**config.mk**
```make
export PLATFORM = sky130hd
export DESIGN_NAME = boot_image_stream_loader_flat
export DESIGN_NICKNAME = d
export VERILOG_FILES = /design/src/sv/bisl_pkg.sv /design/src/sv/bisl_in_if.sv /design/src/sv/bisl_out_if.sv /design/src/sv/boot_image_stream_loader.sv /design/src/sv/bisl_front.sv /design/src/sv/bisl_check.sv /design/src/sv/bisl_engine.sv /design/src/flat_wrapper.sv
export SDC_FILE = /design/constraint.sdc
export NUM_CORES = 2
export LEC_CHECK = 0
export BUFFER_PORTS_ARGS = -buffer_cell sky130_fd_sc_hd__buf_4
export CAP_MARGIN = 20
export CELL_PAD_IN_SITES_DETAIL_PLACEMENT = 1
export CELL_PAD_IN_SITES_GLOBAL_PLACEMENT = 1
export CORE_MARGIN = 4
export CORE_UTILIZATION = 45
export CTS_CLUSTER_SIZE = 30
export DETAILED_ROUTE_END_ITERATION = 12
export GPL_ROUTABILITY_DRIVEN = 0
export PLACE_DENSITY_LB_ADDON = 0.1
export SLEW_MARGIN = 5
export SYNTH_ARGS = -nofsm -noshare
export SYNTH_HDL_FRONTEND = slang
export SYNTH_SLANG_ARGS = --single-unit
export TNS_END_PERCENT = 5
```
**constraint.sdc**
```tcl
create_clock -name i_clk -period 5.8 [get_ports i_clk]
set_clock_uncertainty 0.15 [all_clocks]
set_input_delay 0.29 -clock i_clk [delete_from_list [all_inputs] [get_ports i_clk]]
set_output_delay 0.29 -clock i_clk [all_outputs]
set_load 0.01 [all_outputs]
```
**src/sv/bisl_pkg.sv**
```systemverilog
`default_nettype none

package bisl_pkg;

    localparam logic [31:0] IMG_MAGIC      = 32'h4350_5652;
    localparam logic [31:0] IMG_VERSION    = 32'd1;
    localparam logic [31:0] SRAM_START_RST = 32'd0;
    localparam logic [31:0] SRAM_BYTES_RST = 32'd65536;

    localparam logic KIND_START = 1'b0;

    // Header word positions.
    localparam logic [2:0] HW_MAGIC   = 3'd0;
    localparam logic [2:0] HW_LOAD    = 3'd1;
    localparam logic [2:0] HW_SIZE    = 3'd2;
    localparam logic [2:0] HW_ENTRY   = 3'd3;
    localparam logic [2:0] HW_SUM     = 3'd4;
    localparam logic [2:0] HW_VERSION = 3'd5;
    localparam logic [2:0] HW_RSVD0   = 3'd6;
    localparam logic [2:0] HW_RSVD1   = 3'd7;

    localparam logic [4:0] HDR_LAST_BYTE = 5'd31;
    localparam logic [1:0] LANE_TOP      = 2'd3;

    // Cycles the range check needs to settle after the SRAM window changes.
    localparam logic [1:0] CHECK_SETTLE = 2'd3;

    typedef enum logic [1:0] {
        PH_IDLE,
        PH_HEADER,
        PH_PAYLOAD,
        PH_FINISHED
    } t_phase;

    typedef enum logic [2:0] {
        ST_BUSY      = 3'd0,
        ST_OK        = 3'd1,
        ST_BAD_MAGIC = 3'd2,
        ST_BAD_RANGE = 3'd3,
        ST_BAD_SIZE  = 3'd4,
        ST_BAD_ENTRY = 3'd5,
        ST_BAD_SUM   = 3'd6
    } t_status;

    typedef enum logic {
        CFG_SRAM_START = 1'b0,
        CFG_SRAM_BYTES = 1'b1
    } t_cfg_idx;

    typedef struct packed {
        logic       is_start;
        logic [7:0] data;
    } t_item;

    typedef struct packed {
        logic        size_zero;
        logic        range_bad;
        logic        entry_bad;
        logic [31:0] size_m1;
    } t_verdict;

    // Merges one byte into a little-endian word at the given lane.
    function automatic logic [31:0] put_lane(input logic [31:0] word,
                                             input logic [1:0]  lane,
                                             input logic [7:0]  data);
        logic [31:0] res;
        res = word;
        case (lane)
            2'd0:    res[7:0]   = word[7:0]   | data;
            2'd1:    res[15:8]  = word[15:8]  | data;
            2'd2:    res[23:16] = word[23:16] | data;
            default: res[31:24] = word[31:24] | data;
        endcase
        return res;
    endfunction

endpackage

`default_nettype wire

```
**src/sv/bisl_in_if.sv**
```systemverilog
`default_nettype none

interface bisl_in_if;
    logic       valid;
    logic       ready;
    logic       kind;
    logic [7:0] data_byte;

    modport source (output valid, output kind, output data_byte, input ready);
    modport sink   (input valid, input kind, input data_byte, output ready);
endinterface

`default_nettype wire

```
**src/sv/bisl_out_if.sv**
```systemverilog
`default_nettype none

interface bisl_out_if;
    logic        valid;
    logic        ready;
    logic        mem_write;
    logic [31:0] mem_address;
    logic [7:0]  mem_data;
    logic        done_res;
    logic [2:0]  status;
    logic        loaded;
    logic [31:0] entry_address;

    modport source (output valid, output mem_write, output mem_address, output mem_data,
                    output done_res, output status, output loaded, output entry_address,
                    input ready);
    modport sink   (input valid, input mem_write, input mem_address, input mem_data,
                    input done_res, input status, input loaded, input entry_address,
                    output ready);
endinterface

`default_nettype wire

```
**src/sv/boot_image_stream_loader.sv**
```systemverilog
// Each accepted word waits in the input queue and then leaves a registered result word.
// Throughput: one word per cycle unless a result waits or a hold is on, from a byte engine
// behind a two-entry queue, which takes up to two words while a result waits.
// A configuration write holds the engine while the three-stage check sees the new window.
// Reset (synchronous, active low) empties the queue, returns the loader to idle with
// status busy and nothing loaded, and restores SRAM base 0 and size 65536.
`default_nettype none

module boot_image_stream_loader import bisl_pkg::*; (
    input  wire logic        i_clk,
    input  wire logic        i_rst_n,
    input  wire logic        i_cfg_we,
    input  wire logic        i_cfg_idx,
    input  wire logic [31:0] i_cfg_wdata,
    bisl_in_if.sink          i_in,
    bisl_out_if.source       o_res
);

    logic [31:0] r_sram_start;
    logic [31:0] r_sram_bytes;
    logic [1:0]  r_cfg_hold;
    logic        item_valid;
    t_item       item;
    logic        item_pop;
    t_verdict    verdict;
    logic [31:0] load;
    logic [31:0] size;
    logic [31:0] entry;

    always_ff @(posedge i_clk) begin
        if (!i_rst_n) begin
            r_sram_start <= SRAM_START_RST;
            r_sram_bytes <= SRAM_BYTES_RST;
        end else if (i_cfg_we) begin
            case (t_cfg_idx'(i_cfg_idx))
                CFG_SRAM_START: r_sram_start <= i_cfg_wdata;
                CFG_SRAM_BYTES: r_sram_bytes <= i_cfg_wdata;
                default:        r_sram_start <= r_sram_start;
            endcase
        end
    end

    // The engine waits until the range check has seen the new window.
    always_ff @(posedge i_clk) begin
        if (!i_rst_n) begin
            r_cfg_hold <= 2'd0;
        end else if (i_cfg_we) begin
            r_cfg_hold <= CHECK_SETTLE;
        end else if (r_cfg_hold != 2'd0) begin
            r_cfg_hold <= r_cfg_hold - 2'd1;
        end
    end

    bisl_front u_front (
        .i_clk        (i_clk),
        .i_rst_n      (i_rst_n),
        .i_in         (i_in),
        .o_item_valid (item_valid),
        .o_item       (item),
        .i_item_pop   (item_pop)
    );

    bisl_check u_check (
        .i_clk        (i_clk),
        .i_load       (load),
        .i_size       (size),
        .i_entry      (entry),
        .i_sram_start (r_sram_start),
        .i_sram_bytes (r_sram_bytes),
        .o_verdict    (verdict)
    );

    bisl_engine u_engine (
        .i_clk        (i_clk),
        .i_rst_n      (i_rst_n),
        .i_hold       (r_cfg_hold != 2'd0),
        .i_item_valid (item_valid),
        .i_item       (item),
        .o_item_pop   (item_pop),
        .i_verdict    (verdict),
        .o_load       (load),
        .o_size       (size),
        .o_entry      (entry),
        .o_res        (o_res)
    );

endmodule

`default_nettype wire

```
**src/sv/bisl_front.sv**
```systemverilog
`default_nettype none

module bisl_front import bisl_pkg::*; (
    input  wire logic i_clk,
    input  wire logic i_rst_n,
    bisl_in_if.sink   i_in,
    output logic      o_item_valid,
    output t_item     o_item,
    input  wire logic i_item_pop
);

    t_item      r_mem [2];
    logic       r_wp;
    logic       r_rp;
    logic [1:0] r_cnt;
    logic       push;
    t_item      in_item;

    assign i_in.ready = (r_cnt != 2'd2);
    assign push       = i_in.valid && i_in.ready;

    always_comb begin
        in_item.is_start = (i_in.kind == KIND_START);
        in_item.data     = i_in.data_byte;
    end

    assign o_item_valid = (r_cnt != 2'd0);
    assign o_item       = r_mem[r_rp];

    always_ff @(posedge i_clk) begin
        if (push) begin
            r_mem[r_wp] <= in_item;
        end
    end

    always_ff @(posedge i_clk) begin
        if (!i_rst_n) begin
            r_wp  <= 1'b0;
            r_rp  <= 1'b0;
            r_cnt <= 2'd0;
        end else begin
            if (push) begin
                r_wp <= ~r_wp;
            end
            if (i_item_pop) begin
                r_rp <= ~r_rp;
            end
            case ({push, i_item_pop})
                2'b10:   r_cnt <= r_cnt + 2'd1;
                2'b01:   r_cnt <= r_cnt - 2'd1;
                default: r_cnt <= r_cnt;
            endcase
        end
    end

endmodule

`default_nettype wire

```
**src/sv/bisl_check.sv**
```systemverilog
`default_nettype none

// Free-running three-stage check of the header fields against the SRAM window.
// The fields are complete after header byte 15, so the result has settled long
// before header byte 31 is processed.
module bisl_check import bisl_pkg::*; (
    input  wire logic        i_clk,
    input  wire logic [31:0] i_load,
    input  wire logic [31:0] i_size,
    input  wire logic [31:0] i_entry,
    input  wire logic [31:0] i_sram_start,
    input  wire logic [31:0] i_sram_bytes,
    output t_verdict         o_verdict
);

    // First stage.
    logic        r_below;
    logic [31:0] r_offset;
    logic [32:0] r_end;
    logic        r_size_zero;
    logic        r_entry_lo;
    logic [31:0] r_size_m1;
    logic [31:0] r_size_a;
    // Second stage.
    logic        r_below_b;
    logic        r_off_over;
    logic [31:0] r_room;
    logic [31:0] r_size_b;
    logic        r_entry_bad;
    // Third stage.
    logic        r_range_bad;

    always_ff @(posedge i_clk) begin
        r_below     <= (i_load < i_sram_start);
        r_offset    <= i_load - i_sram_start;
        r_end       <= {1'b0, i_load} + {1'b0, i_size};
        r_size_zero <= (i_size == 32'd0);
        r_entry_lo  <= (i_entry < i_load);
        r_size_m1   <= i_size - 32'd1;
        r_size_a    <= i_size;

        r_below_b   <= r_below;
        r_off_over  <= (r_offset > i_sram_bytes);
        r_room      <= i_sram_bytes - r_offset;
        r_size_b    <= r_size_a;
        r_entry_bad <= r_entry_lo || ({1'b0, i_entry} >= r_end);

        r_range_bad <= r_below_b || r_off_over || (r_size_b > r_room);
    end

    always_comb begin
        o_verdict.size_zero = r_size_zero;
        o_verdict.range_bad = r_range_bad;
        o_verdict.entry_bad = r_entry_bad;
        o_verdict.size_m1   = r_size_m1;
    end

endmodule

`default_nettype wire

```
**src/sv/bisl_engine.sv**
```systemverilog
`default_nettype none

module bisl_engine import bisl_pkg::*; (
    input  wire logic i_clk,
    input  wire logic i_rst_n,
    input  wire logic i_hold,
    input  wire logic i_item_valid,
    input  wire t_item i_item,
    output logic      o_item_pop,
    input  wire t_verdict i_verdict,
    output logic [31:0] o_load,
    output logic [31:0] o_size,
    output logic [31:0] o_entry,
    bisl_out_if.source  o_res
);

    t_phase      r_phase,  n_phase;
    logic [4:0]  r_hcnt,   n_hcnt;
    logic [31:0] r_word,   n_word;
    logic        r_bad,    n_bad;
    logic [31:0] r_load,   n_load;
    logic [31:0] r_size,   n_size;
    logic [31:0] r_entry,  n_entry;
    logic [31:0] r_expect, n_expect;
    logic [31:0] r_pcnt,   n_pcnt;
    logic [31:0] r_sum,    n_sum;
    t_status     r_status, n_status;
    logic        r_loaded, n_loaded;

    logic        r_ovalid, n_ovalid;
    logic        r_owr,    n_owr;
    logic [31:0] r_oaddr,  n_oaddr;
    logic [7:0]  r_odata,  n_odata;
    logic        r_odone,  n_odone;
    t_status     r_ostat,  n_ostat;
    logic        r_oload,  n_oload;
    logic [31:0] r_oentry, n_oentry;

    logic        take;
    logic [1:0]  hdr_lane;
    logic [2:0]  hdr_idx;
    logic [31:0] hdr_word;
    logic        hdr_word_bad;
    logic        hdr_top;
    logic        hdr_last;
    logic        bad_now;
    t_status     verdict_st;
    logic [1:0]  pay_lane;
    logic [31:0] pay_word;
    logic        pay_top;
    logic        pay_last;
    logic [31:0] pay_sum;
    logic        sum_ok;

    assign take       = i_item_valid && !i_hold && (!r_ovalid || o_res.ready);
    assign o_item_pop = take;

    assign hdr_lane = r_hcnt[1:0];
    assign hdr_idx  = r_hcnt[4:2];
    assign hdr_word = put_lane(r_word, hdr_lane, i_item.data);
    assign hdr_top  = (hdr_lane == LANE_TOP);
    assign hdr_last = (r_hcnt == HDR_LAST_BYTE);

    always_comb begin
        case (hdr_idx)
            HW_MAGIC:   hdr_word_bad = (hdr_word != IMG_MAGIC);
            HW_VERSION: hdr_word_bad = (hdr_word != IMG_VERSION);
            HW_RSVD0:   hdr_word_bad = (hdr_word != 32'd0);
            HW_RSVD1:   hdr_word_bad = (hdr_word != 32'd0);
            default:    hdr_word_bad = 1'b0;
        endcase
    end

    assign bad_now = r_bad || (hdr_top && hdr_word_bad);

    always_comb begin
        if (bad_now) begin
            verdict_st = ST_BAD_MAGIC;
        end else if (i_verdict.size_zero) begin
            verdict_st = ST_BAD_SIZE;
        end else if (i_verdict.range_bad) begin
            verdict_st = ST_BAD_RANGE;
        end else if (i_verdict.entry_bad) begin
            verdict_st = ST_BAD_ENTRY;
        end else begin
            verdict_st = ST_BUSY;
        end
    end

    // The tail word is added on the last byte, zero-padded by construction.
    assign pay_lane = r_pcnt[1:0];
    assign pay_word = put_lane(r_word, pay_lane, i_item.data);
    assign pay_top  = (pay_lane == LANE_TOP);
    assign pay_last = (r_pcnt == i_verdict.size_m1);
    assign pay_sum  = r_sum + ((pay_top || pay_last) ? pay_word : 32'd0);
    assign sum_ok   = (pay_sum == r_expect);

    always_comb begin
        n_phase = r_phase;
        if (take) begin
            if (i_item.is_start) begin
                n_phase = PH_HEADER;
            end else begin
                case (r_phase)
                    PH_HEADER: begin
                        if (hdr_last) begin
                            n_phase = (verdict_st != ST_BUSY) ? PH_FINISHED : PH_PAYLOAD;
                        end
                    end
                    PH_PAYLOAD: begin
                        if (pay_last) begin
                            n_phase = PH_FINISHED;
                        end
                    end
                    default: n_phase = r_phase;
                endcase
            end
        end
    end

    always_comb begin
        n_hcnt   = r_hcnt;
        n_word   = r_word;
        n_bad    = r_bad;
        n_load   = r_load;
        n_size   = r_size;
        n_entry  = r_entry;
        n_expect = r_expect;
        n_pcnt   = r_pcnt;
        n_sum    = r_sum;
        n_status = r_status;
        n_loaded = r_loaded;
        n_ovalid = r_ovalid && !o_res.ready;
        n_owr    = r_owr;
        n_oaddr  = r_oaddr;
        n_odata  = r_odata;
        n_odone  = r_odone;
        n_ostat  = r_ostat;
        n_oload  = r_oload;
        n_oentry = r_oentry;
        if (take) begin
            n_ovalid = 1'b1;
            n_owr    = 1'b0;
            n_oaddr  = 32'd0;
            n_odata  = 8'd0;
            n_odone  = 1'b0;
            if (i_item.is_start) begin
                n_hcnt   = 5'd0;
                n_word   = 32'd0;
                n_bad    = 1'b0;
                n_load   = 32'd0;
                n_size   = 32'd0;
                n_entry  = 32'd0;
                n_expect = 32'd0;
                n_pcnt   = 32'd0;
                n_sum    = 32'd0;
                n_status = ST_BUSY;
                n_loaded = 1'b0;
            end else begin
                case (r_phase)
                    PH_HEADER: begin
                        n_word = hdr_top ? 32'd0 : hdr_word;
                        n_bad  = bad_now;
                        if (hdr_top) begin
                            case (hdr_idx)
                                HW_LOAD:  n_load   = hdr_word;
                                HW_SIZE:  n_size   = hdr_word;
                                HW_ENTRY: n_entry  = hdr_word;
                                HW_SUM:   n_expect = hdr_word;
                                default:  n_load   = r_load;
                            endcase
                        end
                        if (hdr_last) begin
                            n_hcnt = 5'd0;
                            if (verdict_st != ST_BUSY) begin
                                n_status = verdict_st;
                                n_odone  = 1'b1;
                            end else begin
                                n_pcnt = 32'd0;
                                n_sum  = 32'd0;
                            end
                        end else begin
                            n_hcnt = r_hcnt + 5'd1;
                        end
                    end
                    PH_PAYLOAD: begin
                        n_owr   = 1'b1;
                        n_oaddr = r_load + r_pcnt;
                        n_odata = i_item.data;
                        n_word  = (pay_top || pay_last) ? 32'd0 : pay_word;
                        n_sum   = pay_sum;
                        n_pcnt  = r_pcnt + 32'd1;
                        if (pay_last) begin
                            n_odone  = 1'b1;
                            n_status = sum_ok ? ST_OK : ST_BAD_SUM;
                            n_loaded = sum_ok;
                        end
                    end
                    default: n_hcnt = r_hcnt;
                endcase
            end
            n_ostat  = n_status;
            n_oload  = n_loaded;
            n_oentry = n_loaded ? n_entry : 32'd0;
        end
    end

    always_ff @(posedge i_clk) begin
        if (!i_rst_n) begin
            r_phase  <= PH_IDLE;
            r_hcnt   <= 5'd0;
            r_word   <= 32'd0;
            r_bad    <= 1'b0;
            r_load   <= 32'd0;
            r_size   <= 32'd0;
            r_entry  <= 32'd0;
            r_expect <= 32'd0;
            r_pcnt   <= 32'd0;
            r_sum    <= 32'd0;
            r_status <= ST_BUSY;
            r_loaded <= 1'b0;
            r_ovalid <= 1'b0;
        end else begin
            r_phase  <= n_phase;
            r_hcnt   <= n_hcnt;
            r_word   <= n_word;
            r_bad    <= n_bad;
            r_load   <= n_load;
            r_size   <= n_size;
            r_entry  <= n_entry;
            r_expect <= n_expect;
            r_pcnt   <= n_pcnt;
            r_sum    <= n_sum;
            r_status <= n_status;
            r_loaded <= n_loaded;
            r_ovalid <= n_ovalid;
        end
    end

    always_ff @(posedge i_clk) begin
        r_owr    <= n_owr;
        r_oaddr  <= n_oaddr;
        r_odata  <= n_odata;
        r_odone  <= n_odone;
        r_ostat  <= n_ostat;
        r_oload  <= n_oload;
        r_oentry <= n_oentry;
    end

    assign o_load  = r_load;
    assign o_size  = r_size;
    assign o_entry = r_entry;

    assign o_res.valid         = r_ovalid;
    assign o_res.mem_write     = r_owr;
    assign o_res.mem_address   = r_oaddr;
    assign o_res.mem_data      = r_odata;
    assign o_res.done_res      = r_odone;
    assign o_res.status        = r_ostat;
    assign o_res.loaded        = r_oload;
    assign o_res.entry_address = r_oentry;

endmodule

`default_nettype wire

```
**src/flat_wrapper.sv**
```systemverilog
// flat-port wrapper written by rule: the top's interface ports become plain ports
module boot_image_stream_loader_flat import bisl_pkg::*;
  (i_clk, i_rst_n, i_cfg_we, i_cfg_idx, i_cfg_wdata, i_in_valid, i_in_kind, i_in_data_byte, i_in_ready, o_res_valid, o_res_mem_write, o_res_mem_address, o_res_mem_data, o_res_done_res, o_res_status, o_res_loaded, o_res_entry_address, o_res_ready);
  bisl_in_if i_in_i ();
  bisl_out_if o_res_i ();
  input  wire logic i_clk;
  input  wire logic i_rst_n;
  input  wire logic i_cfg_we;
  input  wire logic i_cfg_idx;
  input  wire logic [31:0] i_cfg_wdata;
  input wire logic [$bits(i_in_i.valid)-1:0] i_in_valid;
  input wire logic [$bits(i_in_i.kind)-1:0] i_in_kind;
  input wire logic [$bits(i_in_i.data_byte)-1:0] i_in_data_byte;
  output wire logic [$bits(i_in_i.ready)-1:0] i_in_ready;
  output wire logic [$bits(o_res_i.valid)-1:0] o_res_valid;
  output wire logic [$bits(o_res_i.mem_write)-1:0] o_res_mem_write;
  output wire logic [$bits(o_res_i.mem_address)-1:0] o_res_mem_address;
  output wire logic [$bits(o_res_i.mem_data)-1:0] o_res_mem_data;
  output wire logic [$bits(o_res_i.done_res)-1:0] o_res_done_res;
  output wire logic [$bits(o_res_i.status)-1:0] o_res_status;
  output wire logic [$bits(o_res_i.loaded)-1:0] o_res_loaded;
  output wire logic [$bits(o_res_i.entry_address)-1:0] o_res_entry_address;
  input wire logic [$bits(o_res_i.ready)-1:0] o_res_ready;
  assign i_in_i.valid = i_in_valid;
  assign i_in_i.kind = i_in_kind;
  assign i_in_i.data_byte = i_in_data_byte;
  assign i_in_ready = i_in_i.ready;
  assign o_res_valid = o_res_i.valid;
  assign o_res_mem_write = o_res_i.mem_write;
  assign o_res_mem_address = o_res_i.mem_address;
  assign o_res_mem_data = o_res_i.mem_data;
  assign o_res_done_res = o_res_i.done_res;
  assign o_res_status = o_res_i.status;
  assign o_res_loaded = o_res_i.loaded;
  assign o_res_entry_address = o_res_i.entry_address;
  assign o_res_i.ready = o_res_ready;
  boot_image_stream_loader u_core (.i_clk(i_clk), .i_rst_n(i_rst_n), .i_cfg_we(i_cfg_we), .i_cfg_idx(i_cfg_idx), .i_cfg_wdata(i_cfg_wdata), .i_in(i_in_i), .o_res(o_res_i));
endmodule
```
==> metrics.sh <==
PROPORTION_OF_SYNTHESIZED_CHIP_AREA_IN_SEQUENTIAL_CELLS_PCT=39.8
SYNTH_AREA_IN_ADDERS_PCT=10.6
DIE_W_UM=278
RR_ENDPOINT='u_core.u_engine.o_res.entry_address[0]$_SDFFCE_PN0P_'
DRIVE_GT1_SHARE_PCT=9.78
CRITPATHREQUIREDTIME_NS=6.05
AREA_FRACTION_IN_COMPOUND_GATES_AFTER_SYNTHESIS_PCT=19.2
CRITPATHKIND='reg2reg'
GR-USAGE-ALL-LAYERS_PCT=28.4
SYNTH_TOP_AREA_CELL='sky130_fd_sc_hd__dfxtp_1'
CLOCK_INSERTION_DELAY_WORST_SKEW_NS=0.61
DRT_ITER0_MARKERS=1896
CLK_PIN_SLEW_WORST_PATHS_NS=0.06
MAXSLEWHEADROOM_PCT=18.5
TIMING.FMAX_MHz=175
CP-ENDPOINT='u_core.u_engine.o_res.entry_address[0]$_SDFFCE_PN0P_'
TIMING.RR.START='u_core.u_engine.r_pcnt[27]$_SDFFE_PN0P_'
LAYOUT_WORST_PATH_CYCLE_SHARE_PCT=98.3
WORSTREGTOREGCELLS=23
CRITPATHLAUNCH='u_core.u_engine.r_pcnt[27]$_SDFFE_PN0P_'
P_TOTAL_W=0.0118
INSTANCES_NO_FILL=4897
YS_DOMINANT_REG_CELL='sky130_fd_sc_hd__dfxtp_1'
POST_SYNTHESIS_TO_FINAL_LAYOUT_AREA_GROWTH_PCT=15.3
SYNTH_TOP_FAMILY_BY_AREA='compound AO/OA/AOI/OAI gates'
LEAKAGE_POWER_OF_THE_DESIGN_nW=15.3
PLACE.PORT_BUFFERS=126
CLK_PATH_BUF_DEPTH=3
DRC_VIOLATIONS_LEFT=0
FINAL_MAX_SLEW_VIOL_COUNT=0
SYNTH_ENABLE_FLOP_CELLS=96
GRT_START_MAX_NET_PINS=123
ANTENNADIODECOUNT=0
CORE_UM2=71900
HOLD_VIOL_FINAL=0
INITIAL_CORE_UTIL_PCT=45.7
DRV.MAX_CAP_VIOLATION_COUNT=0
WORST_SETUP_EP_TYPE='register'
GLOBALROUTEOVERFLOWTOTAL=0
POST_SYNTH_INST_COUNT=3738
ROUTED_WIRE_LENGTH_PER_INSTANCE_UM=23.0
YOSYS.CELL_TYPES.COUNT=95
PEAKVDDDROP_mV=0.233
SYNTH_SIMPLE_GATE_AREA_SHARE_PCT=18.1
WORST_SETUP_START_KIND='register'
STATUS='completed'
ROUTE.ANTENNA.REMAINING_NETS=0
CORE.ROWCOUNT=98
FF2FF_SETUP_SLACK_NS=0.1
LARGEST_CELLS_BY_AREA_AFTER_SYNTHESIS='sky130_fd_sc_hd__dfxtp_1 31%, sky130_fd_sc_hd__ha_1 10%, sky130_fd_sc_hd__edfxtp_1 8.8%'
WORSTPATHARRIVAL_NS=5.95
SETUP_REPAIR_AFTER_GLOBAL_ROUTING_MISSED_ITS_MARGIN='yes'
AREA_FRACTION_OF_THE_DOMINANT_CELL_TYPE_AFTER_SYNTHESIS_PCT=31.0
FINALNETCOUNT=4212
DETAILROUTE.VIA_COUNT=28400
CRIT_PATH_MAX_FANOUT=33
AREA_OF_THE_DIE_UM2=77300
SYNTHESIS.AREA_UM2=32800
REGMOSTFLOPS='u_core.u_check.r_end'
CLOCK_TREE.HTREE_LEVEL_COUNT=3
SYNTH-ASYNC-RESET-RATIO_PCT=0
DRT-PASS1-ITER-COUNT=7
INITIAL_ANTENNA_VIOLATION_COUNT=0
VIASPERCELL=5.81
PRE_CTS_SLACK_NS=-0.160
SYNTH.FF_LATCH_COUNT=604
FINALCRITICALPERIOD_NS=5.70
FLIP_FLOP_COUNT_OF_THE_LARGEST_REGISTER_ALL_COPIES_AND_WORDS_ADDED=33
FINALSETUPVIOLCOUNT=0
SETUP_WS_NS=0.0961
SYNTH.AREA.MUX_SHARE_PCT=0.549
WORST-SLEW-PIN-TRANSITION_NS=1.21
SYNTH_WARNINGS=0
POST_SYNTH_MOST_FREQUENT_CELLS='508 x sky130_fd_sc_hd__dfxtp_1, 485 x sky130_fd_sc_hd__nand2_1, 298 x sky130_fd_sc_hd__nor2_1'
DP_CELLS=4715
CTS.SINKS=604
P_PER_AREA_nW_PER_UM2=311
AVERAGE_INSTANCE_AREA_AFTER_SYNTHESIS_UM2=8.78
FIRST_GLOBAL_VIAS=30300
CLK_ROOT_BUFFER_CELL='sky130_fd_sc_hd__clkbuf_16'
DIE_HEIGHT_UM=278
DETAILED_PLACEMENT_HPWL_UM=84700
YOSYS.CELL_COUNT.TOP_TYPE='sky130_fd_sc_hd__dfxtp_1'
TIMING.HOLD.WORST.CLASS='in2reg'
GRT_PASS1_WL_UM=175000
CTS_TREE='done'
SYN-NUM-NETS=4059
POSTROUTEWIRELENGTH_UM=113000
IOS=127
TRITONCTS.NUM_BUFFERS=72
SYNTHXORXNORAREAFRAC_PCT=7.08
-- cells in the final DEF (no fill, tap or decap), types with 25 or more instances in the layout --
master / instances
sky130_fd_sc_hd__a22oi_1: 68
sky130_fd_sc_hd__clkbuf_16: 74
sky130_fd_sc_hd__o21ai_0: 107
sky130_fd_sc_hd__nand2b_1: 41
sky130_fd_sc_hd__a21o_1: 69
sky130_fd_sc_hd__dfxtp_1: 503
sky130_fd_sc_hd__xnor2_1: 123
sky130_fd_sc_hd__nor2_1: 292
sky130_fd_sc_hd__nand4_1: 52
sky130_fd_sc_hd__a211oi_1: 52
sky130_fd_sc_hd__ha_1: 269
sky130_fd_sc_hd__dlygate4sd3_1: 45
sky130_fd_sc_hd__nor3_1: 68
sky130_fd_sc_hd__o21a_1: 40
sky130_fd_sc_hd__nor2b_1: 103
sky130_fd_sc_hd__and2_1: 25
sky130_fd_sc_hd__edfxtp_1: 96
sky130_fd_sc_hd__xor2_1: 114
sky130_fd_sc_hd__and3_1: 34
sky130_fd_sc_hd__a21boi_0: 172
sky130_fd_sc_hd__buf_4: 187
sky130_fd_sc_hd__a21oi_1: 242
sky130_fd_sc_hd__inv_1: 230
sky130_fd_sc_hd__nand3_1: 51
sky130_fd_sc_hd__nand2_1: 485
-- routing by layer --
layer / GRT usage [%] / up-vias / share of wire, %
met4: 13.2 / 0 / 5.3
met3: 3.62 / 244 / 4.1
met2: 49.2 / 694 / 48
li1: - / 13400 / -
met1: 35.3 / 14100 / 42
met5: 0 / - / 0
-- power by group --
group / leakage [nW] / internal (W) / switching (W) / total, W
combinational: 9.10 / 0.000835 / 0.00151 / 0.00235
sequential: 5.03 / 0.00469 / 0.000204 / 0.00489
clock: 1.15 / 0.00269 / 0.00184 / 0.00453
-- logic make-up after synthesis --
kind of cell,after synthesis
mux,15
simple gates,1267
fa+ha+maj,274
flops,604
xor+xnor,249
compound gates,939
buf+inv,390
-- metrics by stage --
stage | cell area, um2 | utilization, % | hold WS (ns) | setup TNS (ns)
2_1_floorplan | 32800 | - | 0.160 | 0
3_3_place_gp | 34800 | 48.5 | 0.160 | 0
3_5_place_dp | 34800 | 48.5 | 0.163 | -4.11
4_1_cts | 37700 | 52.4 | 0.0346 | -0.0209
5_1_grt | 37800 | 52.6 | 0.0944 | -1.88
6_report | 37800 | 52.6 | 0.0553 | 0
-- cell type report --
type                    instances  area [um2]
clock buffers                 105        2100
flip-flops and latches        604       13100
multi-input cells            2744       18400
inverters                     231         870
well taps                     950        1190
fillers                      8375       34000
repair buffers                238        1960
clock inverters                25         249
-- how the worst min path moves through the flow --
stage | slack (ns) | start | cells after the start | end
floorplan | 0.16 | u_core.u_check.r_below$_DFF_P_ | 0 | u_core.u_check.r_below_b$_DFF_P_
global placement | 0.16 | u_core.u_check.r_size_a[25]$_DFF_P_ | 0 | u_core.u_check.r_size_b[25]$_DFF_P_
detailed placement | 0.16 | u_core.u_check.r_size_a[17]$_DFF_P_ | 0 | u_core.u_check.r_size_b[17]$_DFF_P_
CTS | 0.03 | i_rst_n | 2 | u_core.r_sram_bytes[16]$_SDFFE_PN1P_
global route | 0.09 | i_rst_n | 2 | u_core.r_sram_bytes[16]$_SDFFE_PN1P_
finish | 0.06 | i_rst_n | 2 | u_core.r_sram_bytes[16]$_SDFFE_PN1P_
-- repair_timing --
item	4_1_cts	5_1_grt
resized for setup	3	20
pin swaps	2	8
hold buffers	45	0
setup buffers	2	3
setup endpoints to repair	39	40
hold endpoints to repair	86	0
gates cloned	0	0
-- critical path, stage by stage (launching register included) --
cell and delay (ns):
sky130_fd_sc_hd__dfxtp_1 0.40, sky130_fd_sc_hd__xor2_1 0.40, sky130_fd_sc_hd__nor4_1 0.11, sky130_fd_sc_hd__nand4_1 0.19
sky130_fd_sc_hd__nor2_4 0.07, sky130_fd_sc_hd__nor2_2 0.19, sky130_fd_sc_hd__buf_4 0.23, sky130_fd_sc_hd__buf_4 0.18
sky130_fd_sc_hd__nor2_1 0.08, sky130_fd_sc_hd__ha_1 0.39, sky130_fd_sc_hd__buf_4 0.18, sky130_fd_sc_hd__nand4_1 0.28
sky130_fd_sc_hd__or3_1 0.44, sky130_fd_sc_hd__a211oi_1 0.34, sky130_fd_sc_hd__nor3_1 0.12, sky130_fd_sc_hd__xnor2_1 0.27
sky130_fd_sc_hd__and3b_1 0.20, sky130_fd_sc_hd__o2111ai_1 0.12, sky130_fd_sc_hd__nor4_2 0.23, sky130_fd_sc_hd__buf_4 0.16
sky130_fd_sc_hd__o211a_1 0.18, sky130_fd_sc_hd__a21oi_2 0.08, sky130_fd_sc_hd__buf_12 0.23, sky130_fd_sc_hd__a211oi_1 0.23
(Power assumes the default switching activity.)
